$ cat config.mk
export PLATFORM = sky130hd
export DESIGN_NAME = mandelbrot_escape_pixel
export DESIGN_NICKNAME = d
export VERILOG_FILES = /design/src/hdl/mep_pkg.sv /design/src/hdl/mandelbrot_escape_pixel.sv
export SDC_FILE = /design/constraint.sdc
export NUM_CORES = 2
export LEC_CHECK = 0
export ABC_AREA = 0
export BUFFER_PORTS_ARGS = -buffer_cell sky130_fd_sc_hd__buf_4
export CAP_MARGIN = 20
export CORE_MARGIN = 1.5
export CORE_UTILIZATION = 30
export DETAILED_ROUTE_END_ITERATION = 10
export RECOVER_POWER = 50
export SETUP_SLACK_MARGIN = 0.2
export SYNTH_ARGS = -nofsm -noshare
export SYNTH_HDL_FRONTEND = slang
export SYNTH_SLANG_ARGS = --single-unit
$ cat constraint.sdc
create_clock -name clk -period 15.8 [get_ports clk]
set_clock_uncertainty 0.1 [all_clocks]
set_input_delay 3.16 -clock clk [delete_from_list [all_inputs] [get_ports clk]]
set_output_delay 3.16 -clock clk [all_outputs]
set_load 0.01 [all_outputs]
$ cat src/hdl/mep_pkg.sv
// Shared constants and helpers for the escape-time pixel block.
// Fixed-point widths, register indexes, reset values and coordinate saturation.
// No dependencies.
`timescale 1ns / 1ps
`default_nettype none

package mep_pkg;

  localparam int FRAC_BITS  = 24;
  localparam int CFG_DATA_W = 32;
  localparam int CFG_IDX_W  = 3;
  localparam int ORIGIN_W   = 32;
  localparam int STEP_W     = 25;
  localparam int ITER_W     = 12;
  localparam int COUNT_W    = 13;
  localparam int IDX_W      = 10;
  localparam int COLOR_W    = 8;

  // multiplier operand: magnitudes up to 2.0 in Q.24, indexes up to 1023
  localparam int MUL_W  = FRAC_BITS + 2;
  localparam int PROD_W = 2 * MUL_W;
  // iterate register: |z| <= 2 before a step, plus c up to 128
  localparam int Z_W    = 34;
  localparam int SUM_W  = 38;

  localparam int DEF_IMAGE_WIDTH  = 1024;
  localparam int DEF_IMAGE_HEIGHT = 1024;

  localparam logic [CFG_IDX_W-1:0] REG_ORIGIN_RE = 3'd0;
  localparam logic [CFG_IDX_W-1:0] REG_ORIGIN_IM = 3'd1;
  localparam logic [CFG_IDX_W-1:0] REG_STEP_RE   = 3'd2;
  localparam logic [CFG_IDX_W-1:0] REG_STEP_IM   = 3'd3;
  localparam logic [CFG_IDX_W-1:0] REG_MAX_ITER  = 3'd4;

  localparam logic [ORIGIN_W-1:0] RST_ORIGIN_RE = 32'hFE00_0000;  // -2.0
  localparam logic [ORIGIN_W-1:0] RST_ORIGIN_IM = 32'hFE80_0000;  // -1.5
  localparam logic [STEP_W-1:0]   RST_STEP      = 25'd98304;      // 3/512
  localparam logic [ITER_W-1:0]   RST_MAX_ITER  = 12'd100;

  // |z|^2 > 4 in Q.48
  localparam logic [PROD_W-1:0] ESCAPE_LIMIT = PROD_W'(1) << (2 * FRAC_BITS + 2);
  // a component above 2.0 escapes without squaring it
  localparam logic [Z_W-1:0]    MAG_LIMIT    = Z_W'(1) << (FRAC_BITS + 1);

  localparam logic [COLOR_W-1:0] RAMP_BASE_RG   = 8'd50;
  localparam logic [COLOR_W-1:0] RAMP_BASE_B    = 8'd100;
  localparam logic [COLOR_W-1:0] MAGENTA_OFFSET = 8'd150;

  // origin + index*step, clipped at the Q8.24 maximum (the sum never goes below origin)
  function automatic logic [ORIGIN_W-1:0] sat_coord(input logic [ORIGIN_W-1:0] origin,
                                                    input logic [PROD_W-1:0] prod);
    logic signed [SUM_W-1:0] s;
    s = signed'({{(SUM_W-ORIGIN_W){origin[ORIGIN_W-1]}}, origin})
      + signed'({2'b00, prod[SUM_W-3:0]});
    if (s > SUM_W'(signed'(33'h0_7FFF_FFFF))) begin
      return 32'h7FFF_FFFF;
    end
    return s[ORIGIN_W-1:0];
  endfunction

  function automatic logic [Z_W-1:0] mag_z(input logic [Z_W-1:0] v);
    return v[Z_W-1] ? (~v + Z_W'(1)) : v;
  endfunction

endpackage

`default_nettype wire

$ cat src/hdl/mandelbrot_escape_pixel.sv
// Escape-time pixel engine: maps (column, row) to an iteration count and a color.
// Depends on mep_pkg.
//
// One request at a time. A pixel runs until the iterate escapes (or until a
// component leaves the radius by itself), and for max_iter steps for a bounded
// point. Every product, the pixel coordinates and the three products of each
// step, goes through a single registered 26x26 multiplier, so a step passes
// through the states S_SQX, S_SQY, S_XY and S_UPD in turn. in_stall is
// high from the accepted request until its result is handed to the output
// register; a finished result may wait there while the next request is taken.
`timescale 1ns / 1ps
`default_nettype none

module mandelbrot_escape_pixel #(
  parameter int IMAGE_WIDTH  = mep_pkg::DEF_IMAGE_WIDTH,
  parameter int IMAGE_HEIGHT = mep_pkg::DEF_IMAGE_HEIGHT
) (
  input  wire logic                               clk,
  input  wire logic                               rst,
  input  wire logic                               cfg_write,
  input  wire logic [mep_pkg::CFG_IDX_W-1:0]      cfg_index,
  input  wire logic [mep_pkg::CFG_DATA_W-1:0]     cfg_data,
  input  wire logic                               in_valid,
  output logic                                    in_stall,
  input  wire logic [mep_pkg::IDX_W-1:0]          column,
  input  wire logic [mep_pkg::IDX_W-1:0]          row,
  output logic                                    out_valid,
  input  wire logic                               out_stall,
  output logic [mep_pkg::COUNT_W-1:0]             escape_count,
  output logic [mep_pkg::COLOR_W-1:0]             red,
  output logic [mep_pkg::COLOR_W-1:0]             green,
  output logic [mep_pkg::COLOR_W-1:0]             blue
);
  import mep_pkg::*;

  localparam int ColW = (IMAGE_WIDTH > 2) ? $clog2(IMAGE_WIDTH) : 1;
  localparam int RowW = (IMAGE_HEIGHT > 2) ? $clog2(IMAGE_HEIGHT) : 1;

  localparam logic [3:0] S_IDLE = 4'd0;
  localparam logic [3:0] S_CRE  = 4'd1;  // column * step_re
  localparam logic [3:0] S_CIM  = 4'd2;  // take c_re, row * step_im
  localparam logic [3:0] S_CFIN = 4'd3;  // take c_im, clear z
  localparam logic [3:0] S_SQX  = 4'd4;  // x*x
  localparam logic [3:0] S_SQY  = 4'd5;  // y*y
  localparam logic [3:0] S_XY   = 4'd6;  // x*y, escape test
  localparam logic [3:0] S_UPD  = 4'd7;  // z = z*z + c
  localparam logic [3:0] S_DONE = 4'd8;

  logic [3:0]          state;

  logic [ORIGIN_W-1:0] origin_re;
  logic [ORIGIN_W-1:0] origin_im;
  logic [STEP_W-1:0]   step_re;
  logic [STEP_W-1:0]   step_im;
  logic [ITER_W-1:0]   max_iter;

  logic [ColW-1:0]     col_idx;
  logic [RowW-1:0]     row_idx;
  logic [ITER_W-1:0]   lim;
  logic [ITER_W-1:0]   k;
  logic [COUNT_W-1:0]  count;

  logic [ORIGIN_W-1:0] cx;
  logic [ORIGIN_W-1:0] cy;
  logic [Z_W-1:0]      x;
  logic [Z_W-1:0]      y;
  logic [PROD_W-1:0]   sqx;
  logic [PROD_W-1:0]   sqy;

  logic [MUL_W-1:0]    mul_a;
  logic [MUL_W-1:0]    mul_b;
  logic [PROD_W-1:0]   prod;

  logic [Z_W-1:0]      ax;
  logic [Z_W-1:0]      ay;
  logic                big;
  logic [PROD_W-1:0]   mag_sq;
  logic [Z_W-1:0]      xy2;
  logic [Z_W-1:0]      x_next;
  logic [Z_W-1:0]      y_next;

  logic [COUNT_W-1:0]  half;
  logic [COLOR_W-1:0]  red_next;
  logic [COLOR_W-1:0]  green_next;
  logic [COLOR_W-1:0]  blue_next;
  logic                out_load;

  assign in_stall = (state != S_IDLE);
  assign out_load = (state == S_DONE) && (!out_valid || !out_stall);

  // configuration registers
  always_ff @(posedge clk) begin
    if (rst) begin
      origin_re <= RST_ORIGIN_RE;
      origin_im <= RST_ORIGIN_IM;
      step_re   <= RST_STEP;
      step_im   <= RST_STEP;
      max_iter  <= RST_MAX_ITER;
    end else if (cfg_write) begin
      case (cfg_index)
        REG_ORIGIN_RE: origin_re <= cfg_data;
        REG_ORIGIN_IM: origin_im <= cfg_data;
        REG_STEP_RE:   step_re   <= cfg_data[STEP_W-1:0];
        REG_STEP_IM:   step_im   <= cfg_data[STEP_W-1:0];
        REG_MAX_ITER:  max_iter  <= cfg_data[ITER_W-1:0];
        default: ;
      endcase
    end
  end

  // shared multiplier operand select
  assign ax = mag_z(x);
  assign ay = mag_z(y);
  assign big = (ax > MAG_LIMIT) || (ay > MAG_LIMIT);

  always_comb begin
    case (state)
      S_CRE: begin
        mul_a = MUL_W'(col_idx);
        mul_b = MUL_W'(step_re);
      end
      S_CIM: begin
        mul_a = MUL_W'(row_idx);
        mul_b = MUL_W'(step_im);
      end
      S_SQX: begin
        mul_a = ax[MUL_W-1:0];
        mul_b = ax[MUL_W-1:0];
      end
      S_SQY: begin
        mul_a = ay[MUL_W-1:0];
        mul_b = ay[MUL_W-1:0];
      end
      S_XY: begin
        mul_a = ax[MUL_W-1:0];
        mul_b = ay[MUL_W-1:0];
      end
      default: begin
        mul_a = '0;
        mul_b = '0;
      end
    endcase
  end

  always_ff @(posedge clk) begin
    prod <= {{MUL_W{1'b0}}, mul_a} * {{MUL_W{1'b0}}, mul_b};
  end

  // escape test in S_XY: x^2 is in sqx, y^2 has just arrived in prod
  assign mag_sq = sqx + prod;

  // step update in S_UPD: prod holds |x|*|y|
  always_comb begin
    xy2 = Z_W'(prod >> (FRAC_BITS - 1));
    if (x[Z_W-1] != y[Z_W-1]) begin
      xy2 = ~xy2 + Z_W'(1);
    end
    x_next = Z_W'(sqx >> FRAC_BITS) - Z_W'(sqy >> FRAC_BITS)
           + {{(Z_W-ORIGIN_W){cx[ORIGIN_W-1]}}, cx};
    y_next = xy2 + {{(Z_W-ORIGIN_W){cy[ORIGIN_W-1]}}, cy};
  end

  // sequencer
  always_ff @(posedge clk) begin
    if (rst) begin
      state <= S_IDLE;
    end else begin
      case (state)
        S_IDLE: begin
          if (in_valid) begin
            state <= S_CRE;
          end
        end
        S_CRE:  state <= S_CIM;
        S_CIM:  state <= S_CFIN;
        S_CFIN: state <= S_SQX;
        S_SQX: begin
          if (big) begin
            state <= S_DONE;
          end else begin
            state <= S_SQY;
          end
        end
        S_SQY: state <= S_XY;
        S_XY: begin
          if (((k != '0) && (mag_sq > ESCAPE_LIMIT)) || (k == lim)) begin
            state <= S_DONE;
          end else begin
            state <= S_UPD;
          end
        end
        S_UPD: state <= S_SQX;
        S_DONE: begin
          if (!out_valid || !out_stall) begin
            state <= S_IDLE;
          end
        end
        default: state <= S_IDLE;
      endcase
    end
  end

  // datapath registers
  always_ff @(posedge clk) begin
    case (state)
      S_IDLE: begin
        if (32'(column) > 32'(IMAGE_WIDTH - 1)) begin
          col_idx <= ColW'(IMAGE_WIDTH - 1);
        end else begin
          col_idx <= ColW'(column);
        end
        if (32'(row) > 32'(IMAGE_HEIGHT - 1)) begin
          row_idx <= RowW'(IMAGE_HEIGHT - 1);
        end else begin
          row_idx <= RowW'(row);
        end
        lim <= max_iter;
      end
      S_CIM: cx <= sat_coord(origin_re, prod);
      S_CFIN: begin
        cy <= sat_coord(origin_im, prod);
        x  <= '0;
        y  <= '0;
        k  <= '0;
      end
      S_SQX: begin
        if (big) begin
          count <= COUNT_W'(k);
        end
      end
      S_SQY: sqx <= prod;
      S_XY: begin
        sqy <= prod;
        if ((k != '0) && (mag_sq > ESCAPE_LIMIT)) begin
          count <= COUNT_W'(k);
        end else begin
          count <= COUNT_W'(lim) + COUNT_W'(1);
        end
      end
      S_UPD: begin
        x <= x_next;
        y <= y_next;
        k <= k + ITER_W'(1);
      end
      default: ;
    endcase
  end

  // color ramp, bytes wrap
  always_comb begin
    half = COUNT_W'(lim >> 1);
    red_next   = '0;
    green_next = '0;
    blue_next  = '0;
    if (count <= half) begin
      red_next   = {count[COLOR_W-3:0], 2'b00} + RAMP_BASE_RG;
      green_next = red_next;
      blue_next  = count[COLOR_W-1:0] + {count[COLOR_W-2:0], 1'b0} + RAMP_BASE_B;
    end else if (count < COUNT_W'(lim)) begin
      red_next  = count[COLOR_W-1:0] + MAGENTA_OFFSET;
      blue_next = red_next;
    end
  end

  // output register
  always_ff @(posedge clk) begin
    if (rst) begin
      out_valid <= 1'b0;
    end else if (out_load) begin
      out_valid <= 1'b1;
    end else if (!out_stall) begin
      out_valid <= 1'b0;
    end
  end

  always_ff @(posedge clk) begin
    if (out_load) begin
      escape_count <= count;
      red          <= red_next;
      green        <= green_next;
      blue         <= blue_next;
    end
  end

`ifndef NO_ASSERTIONS
  a_step_within_limit: assert property (@(posedge clk) disable iff (rst)
    (state == S_UPD) |-> (k < lim))
    else $error("step issued past the iteration limit");

  a_operands_in_range: assert property (@(posedge clk) disable iff (rst)
    (state == S_SQY) |-> !big)
    else $error("multiplier fed a component above the escape radius");

  a_result_from_done: assert property (@(posedge clk) disable iff (rst)
    $rose(out_valid) |-> ($past(state) == S_DONE))
    else $error("result appeared without a finished pixel");

  a_count_range: assert property (@(posedge clk) disable iff (rst)
    $rose(out_valid) |-> ((escape_count != '0)
                          && (escape_count <= (COUNT_W'(lim) + COUNT_W'(1)))))
    else $error("escape count out of range");

  a_busy_until_done: assert property (@(posedge clk) disable iff (rst)
    (in_valid && !in_stall) |=> (state == S_CRE))
    else $error("accepted request did not start the sequencer");
`endif

endmodule

`default_nettype wire
== Yosys cells after proc, flatten, opt, wreduce, memory -nomap -nowiden ==
Cells that the tools add are included.

* Bits in registers: 513
* Output and inout port bits: 39
* Word-level logic and storage cells: 119

* Add/sub/neg operators: 15
* $mul: 1
* Magnitude comparators: 7
* Equality and inequality tests: 18
* Muxes and demuxes: 29
* Bitwise logic cells: 3
* Reduce and logical (&&, ||, !) cells: 23

{| class="wikitable"
|+ Operator list
! kind !! number
|-
| $pmux W26 S4 || 2
|-
| $pmux W34 S2 || 2
|-
| $mux W32 || 4
|-
| $add A34 B1 Y34 const B || 3
|-
| $mux W34 || 3
|-
| $add A32 B37 Y38 || 2
|-
| $gt A38 B32 Y1 const B || 2
|-
| $gt A34 B26 Y1 const B || 2
|-
| $not A34 Y34 || 2
|-
| $add A52 B52 Y52 || 1
|-
| $gt A52 B51 Y1 const B || 1
|-
| $mul A26 B26 Y52 || 1
|-
| $add A34 B34 Y34 || 1
|-
| $not A29 Y34 || 1
|-
| $add A29 B32 Y33 || 1
|-
| $pmux W4 S8 || 1
|-
| $sub A28 B28 Y29 || 1
|-
| $mux W13 || 2
|-
| $pmux W13 S2 || 1
|-
| $mux W8 || 3
|-
| $pmux W12 S2 || 1
|-
| $eq A4 B3 Y1 const B || 4
|-
| $mux W4 || 4
|-
| $reduce_and A2 Y1 || 7
|-
| other kinds (28) || 44
|}

== Logic depth before layout (Yosys ltp) ==
* Word-level depth: 7
* Mapped depth: 38
* Depth with buffers taken out: 36

== Worst setup path before layout ==
No wires, ideal clock.

* Path type: register to register
* Start point: reg state[3]
* End point: reg prod[51]
* Setup time: 129 ps
* Arrival: 10384 ps
* Required time: 15571 ps
* Setup slack: 5187 ps
* Cell stages (with the launch flop): 33
* Period minus slack after synthesis: 10613 ps
* Cells stage by stage: dfxtp_1 -> clkbuf_1 -> nand2b_1 -> or2_2 -> clkbuf_1 -> clkinv_1 -> nor2_1 -> clkbuf_1 -> o221a_2 -> clkbuf_1 -> nor2_1 -> fa_1 -> fa_1 -> fa_1 -> fa_1 -> inv_1 -> fa_1 -> fa_1 -> inv_1 -> fa_1 -> ha_1 -> a21oi_1 -> o21bai_1 -> a21oi_1 -> o21a_1 -> a31oi_1 -> o41ai_1 -> nand2b_1 -> a311oi_1 -> a2111oi_0 -> o21bai_1 -> o41ai_1 -> xnor2_1

* Longest elaborated chain between the ends: 4
* Elaborated cells between the ends (all ways): 10

{| class="wikitable"
|+ Ends and longest elaborated chain
! what !! line !! text
|-
| start, declared || mandelbrot_escape_pixel.sv:49 || <nowiki>logic [3:0] state;</nowiki>
|-
| start signal, assigned || mandelbrot_escape_pixel.sv:166 || <nowiki>state <= S_IDLE;</nowiki>
|-
| start signal, assigned || mandelbrot_escape_pixel.sv:171 || <nowiki>state <= S_CRE;</nowiki>
|-
| start signal, assigned || mandelbrot_escape_pixel.sv:174 || <nowiki>S_CRE: state <= S_CIM;</nowiki>
|-
| $eq A4 B3 Y1 || mandelbrot_escape_pixel.sv:117 || <nowiki>case (state)</nowiki>
|-
| $reduce_or A2 Y1 (no source line) || -- ||
|-
| $pmux W26 S4 || mandelbrot_escape_pixel.sv:117 ||
|-
| $mul A26 B26 Y52 (*) || mandelbrot_escape_pixel.sv:146 || <nowiki>prod <= {{MUL_W{1'b0}}, mul_a} * {{MUL_W{1'b0}}, mul_b};</nowiki>
|-
| end signal, assigned || mandelbrot_escape_pixel.sv:146 ||
|-
| end, declared || mandelbrot_escape_pixel.sv:72 || <nowiki>logic [PROD_W-1:0] prod;</nowiki>
|}

Every way passes the cells marked *; elsewhere a longest branch is shown, timed or not.
A chain may end at the register's enable or synchronous reset.

== Worst setup path after layout ==
Ends and elaborated chain as after synthesis.

==> results.yml <==
yosys:
  yosysWarnings: 0
  synth_cells: 5932
  syn-num-nets: 7028
  synth_edf_count: 304
  async_reset_ff_frac: 0
  synthDistinctLibCells: 100
  ys_seq_area_frac: 0.241
  synthesis.area_mm2: 0.0531
  syn_area_per_cell_um2: 8.94
  ys_seq_elements: 487
  dominantRegCellSynth: "edfxtp_1"
route:
  first_iter_violations: 3744
  post_drt_via_cell_ratio: 5.26
  postRouteAntennaNets: 0
  post_drt_wl_per_cell_um: 22.3
  dr.pass1.iters: 7
  num_vias: 43900
  drt_wl_total_mm: 186
  route.detailed.drc: 0
clocking:
  cts_setup_buffers: 0
  clk_pin_slew_ns: 0.07
  clock_latency_ns: 0.70
  clockBufferDepth: 3
  cts_made_buffers: 55
  tritoncts: "built"
  htree_levels: 2
  clock_sinks: 487
  postCtsHoldBufs: 0
  post_cts_resized: 0
  cts_root_buffer: "clkbuf_16"
floorplanning:
  num_rows: 154
  ioPinCount: 99
  die_area_mm2: 0.179
  start_util: 0.302
  die_h_um: 424
  coreArea_mm2: 0.176
  fp.dieW_um: 424
power:
  power_switching_share: 0.347
  seqPwrFrac: 0.386
  vdd_drop_max_mv: 0.0829
  switching_power_mw: 1.33
  combPwrFrac: 0.259
  p_per_area_mw_per_mm2: 65.4
  p_leak_nw: 26.0
  p_int_mw: 2.50
  power_mw: 3.83
  clkPwrFrac: 0.355
worst_setup_path:
  cp.required_ns: 16.23
  critPathArrivalTime_ns: 13.83
  start_kind: "flip-flop"
  crit_path_frequent_cell: "fa_1"
  critPathSlowestCell: "or2_0"
  path_delay_family: "compound AO/OA/AOI/OAI gates"
  slowest_delay_ns: 1.99
  crit_fanout: 58
  endpoint_kind: "flip-flop"
  cp_num_buf_inv: 8
  crit_type: "reg2reg"
placement:
  place_congestion: 0.972
  io_buffers: 97
  placed_cell_area_mm2: 0.0568
  dp_hpwl_mm: 148
min_path:
  hold_class: "reg2reg"
timing:
  fin_crit_ns: 13.40
  setup_violations: 0
  drv_slew: 386
  max_freq_mhz: 74.6
  post-route-period-util: 0.848
  slew_headroom: -2.21
  setup_tns_ns: 0
  hold_viol: 0
  worst_pin_slew_ns: 4.82
  rsz0062_at_grt: "false"
global_routing:
  antenna_found_initial: 4
  grt_pass1_wl_mm: 280
  grt_max_degree: 74
  grt_pass1_vias: 44300
  grt-ovfl-total: 0
  gr-usage-all-layers: 0.206
final_layout:
  layout.nets: 7050
  final_common_cell: "nand2_1"
  layout-drive-gt1-share: 0.0613
  area_delta_synth_final_pct: 10.3
  final_cell_area_mm2: 0.0585
  final_cell_mix: "nand2_1 (852), inv_1 (717), fa_1 (581)"
job:
  max-cap-violations: 9
status:
  failed_checks: "max-capacitance violations, max-slew violations"
  outcome: "complete, but fails checks"
cells in the mapped netlist (30+ instances only):
library cell	n	area share
inv_1	717	0.051
o31ai_1	31	0.0044
nand2b_1	44	0.0052
nand4_1	42	0.0050
and3_1	37	0.0044
edfxtp_1	304	0.17
xnor2_1	151	0.025
xor2_1	162	0.027
nor2_1	517	0.037
ha_1	455	0.11
a21oi_1	360	0.034
dfxtp_1	183	0.069
or3_1	45	0.0053
a22oi_1	33	0.0047
and2_1	47	0.0055
fa_1	581	0.22
nand2_1	852	0.060
nand3_1	156	0.015
nor2b_1	33	0.0039
clkbuf_1	228	0.016
o22ai_1	37	0.0044
nor3_1	73	0.0069
a21o_1	120	0.017
or2_2	30	0.0035
o21a_1	58	0.0082
o21ai_0	161	0.015
o21bai_1	36	0.0051
logic make-up after synthesis:
kind of cell / after synthesis / synth area share
other: 1 / 0.0000707
buffers and inverters: 961 / 0.0684
DFF: 487 / 0.241
xor gates and xnor gates: 313 / 0.0517
adders and majority gates: 1036 / 0.327
muxes: 23 / 0.00531
and+or+nand+nor: 1988 / 0.168
AOI/OAI and AO/OA: 1123 / 0.139
routing by layer:
layer	up-vias	wire (um)	track usage
met5	-	11	0
met4	2	12400	0.112
met3	377	13500	0.0303
met2	1729	85800	0.338
met1	21700	74100	0.259
li1	20000	-	-
registers in the layout, summed over array words and instances, names as in the netlist, 10 cells and up:
signal	cells
origin_im	32
x	33
sqy	28
row_idx	10
step_im	25
origin_re	32
escape_count	13
lim	12
prod	52
y	34
sqx	52
cy	32
max_iter	12
step_re	25
cx	32
k	12
count	13
col_idx	10
worst paths after layout:
path	start	endpoint	slack (ns)	cells past startpoint
max reg2reg	state[3]	prod[51]	2.40	33
min	max_iter[2]	lim[2]	0.33	0
min reg2reg	max_iter[2]	lim[2]	0.33	0
max	state[3]	prod[51]	2.40	33
worst reg2reg max path, delay by kind of cell, from the launching register on:
family,cells,cell delay [ns]
xor+xnor,1,0.12
flops,1,0.51
buf+inv,8,1.56
fa+ha+maj,8,3.61
compound gates,9,4.07
simple gates,7,3.28
through the flow:
stage | instances | worst slack [ns] | utilization | hold slack [ns]
6_report | 8341 | 2.40 | 0.333 | 0.330
5_1_grt | 8340 | 1.70 | 0.333 | 0.346
4_1_cts | 8340 | 3.96 | 0.334 | 0.332
3_5_place_dp | 8237 | 4.08 | 0.323 | 0.317
3_3_place_gp | 8235 | 4.24 | 0.323 | 0.314
2_1_floorplan | 5932 | 5.19 | - | 0.308
power groups by stage:
stage	Combinational (mW)	Clock, mW	Sequential (mW)
after detailed placement	0.976	0	1.50
after floorplan	0.639	0	1.47
after global placement	0.973	0	1.50
final	0.992	1.36	1.48
after CTS	0.984	1.38	1.48
after global routing	1.07	1.43	1.48
layout make-up:
cell class | count | area [um^2]
fill | 18100 | 117000
tap | 2340 | 2930
clock buffer | 71 | 1510
sequential | 487 | 12800
antenna | 1 | 2.50
clock inverter | 32 | 358
timing repair buffer | 207 | 1430
inverter | 719 | 2700
multi-input combinational | 4484 | 36800
(Power assumes the default switching activity.)
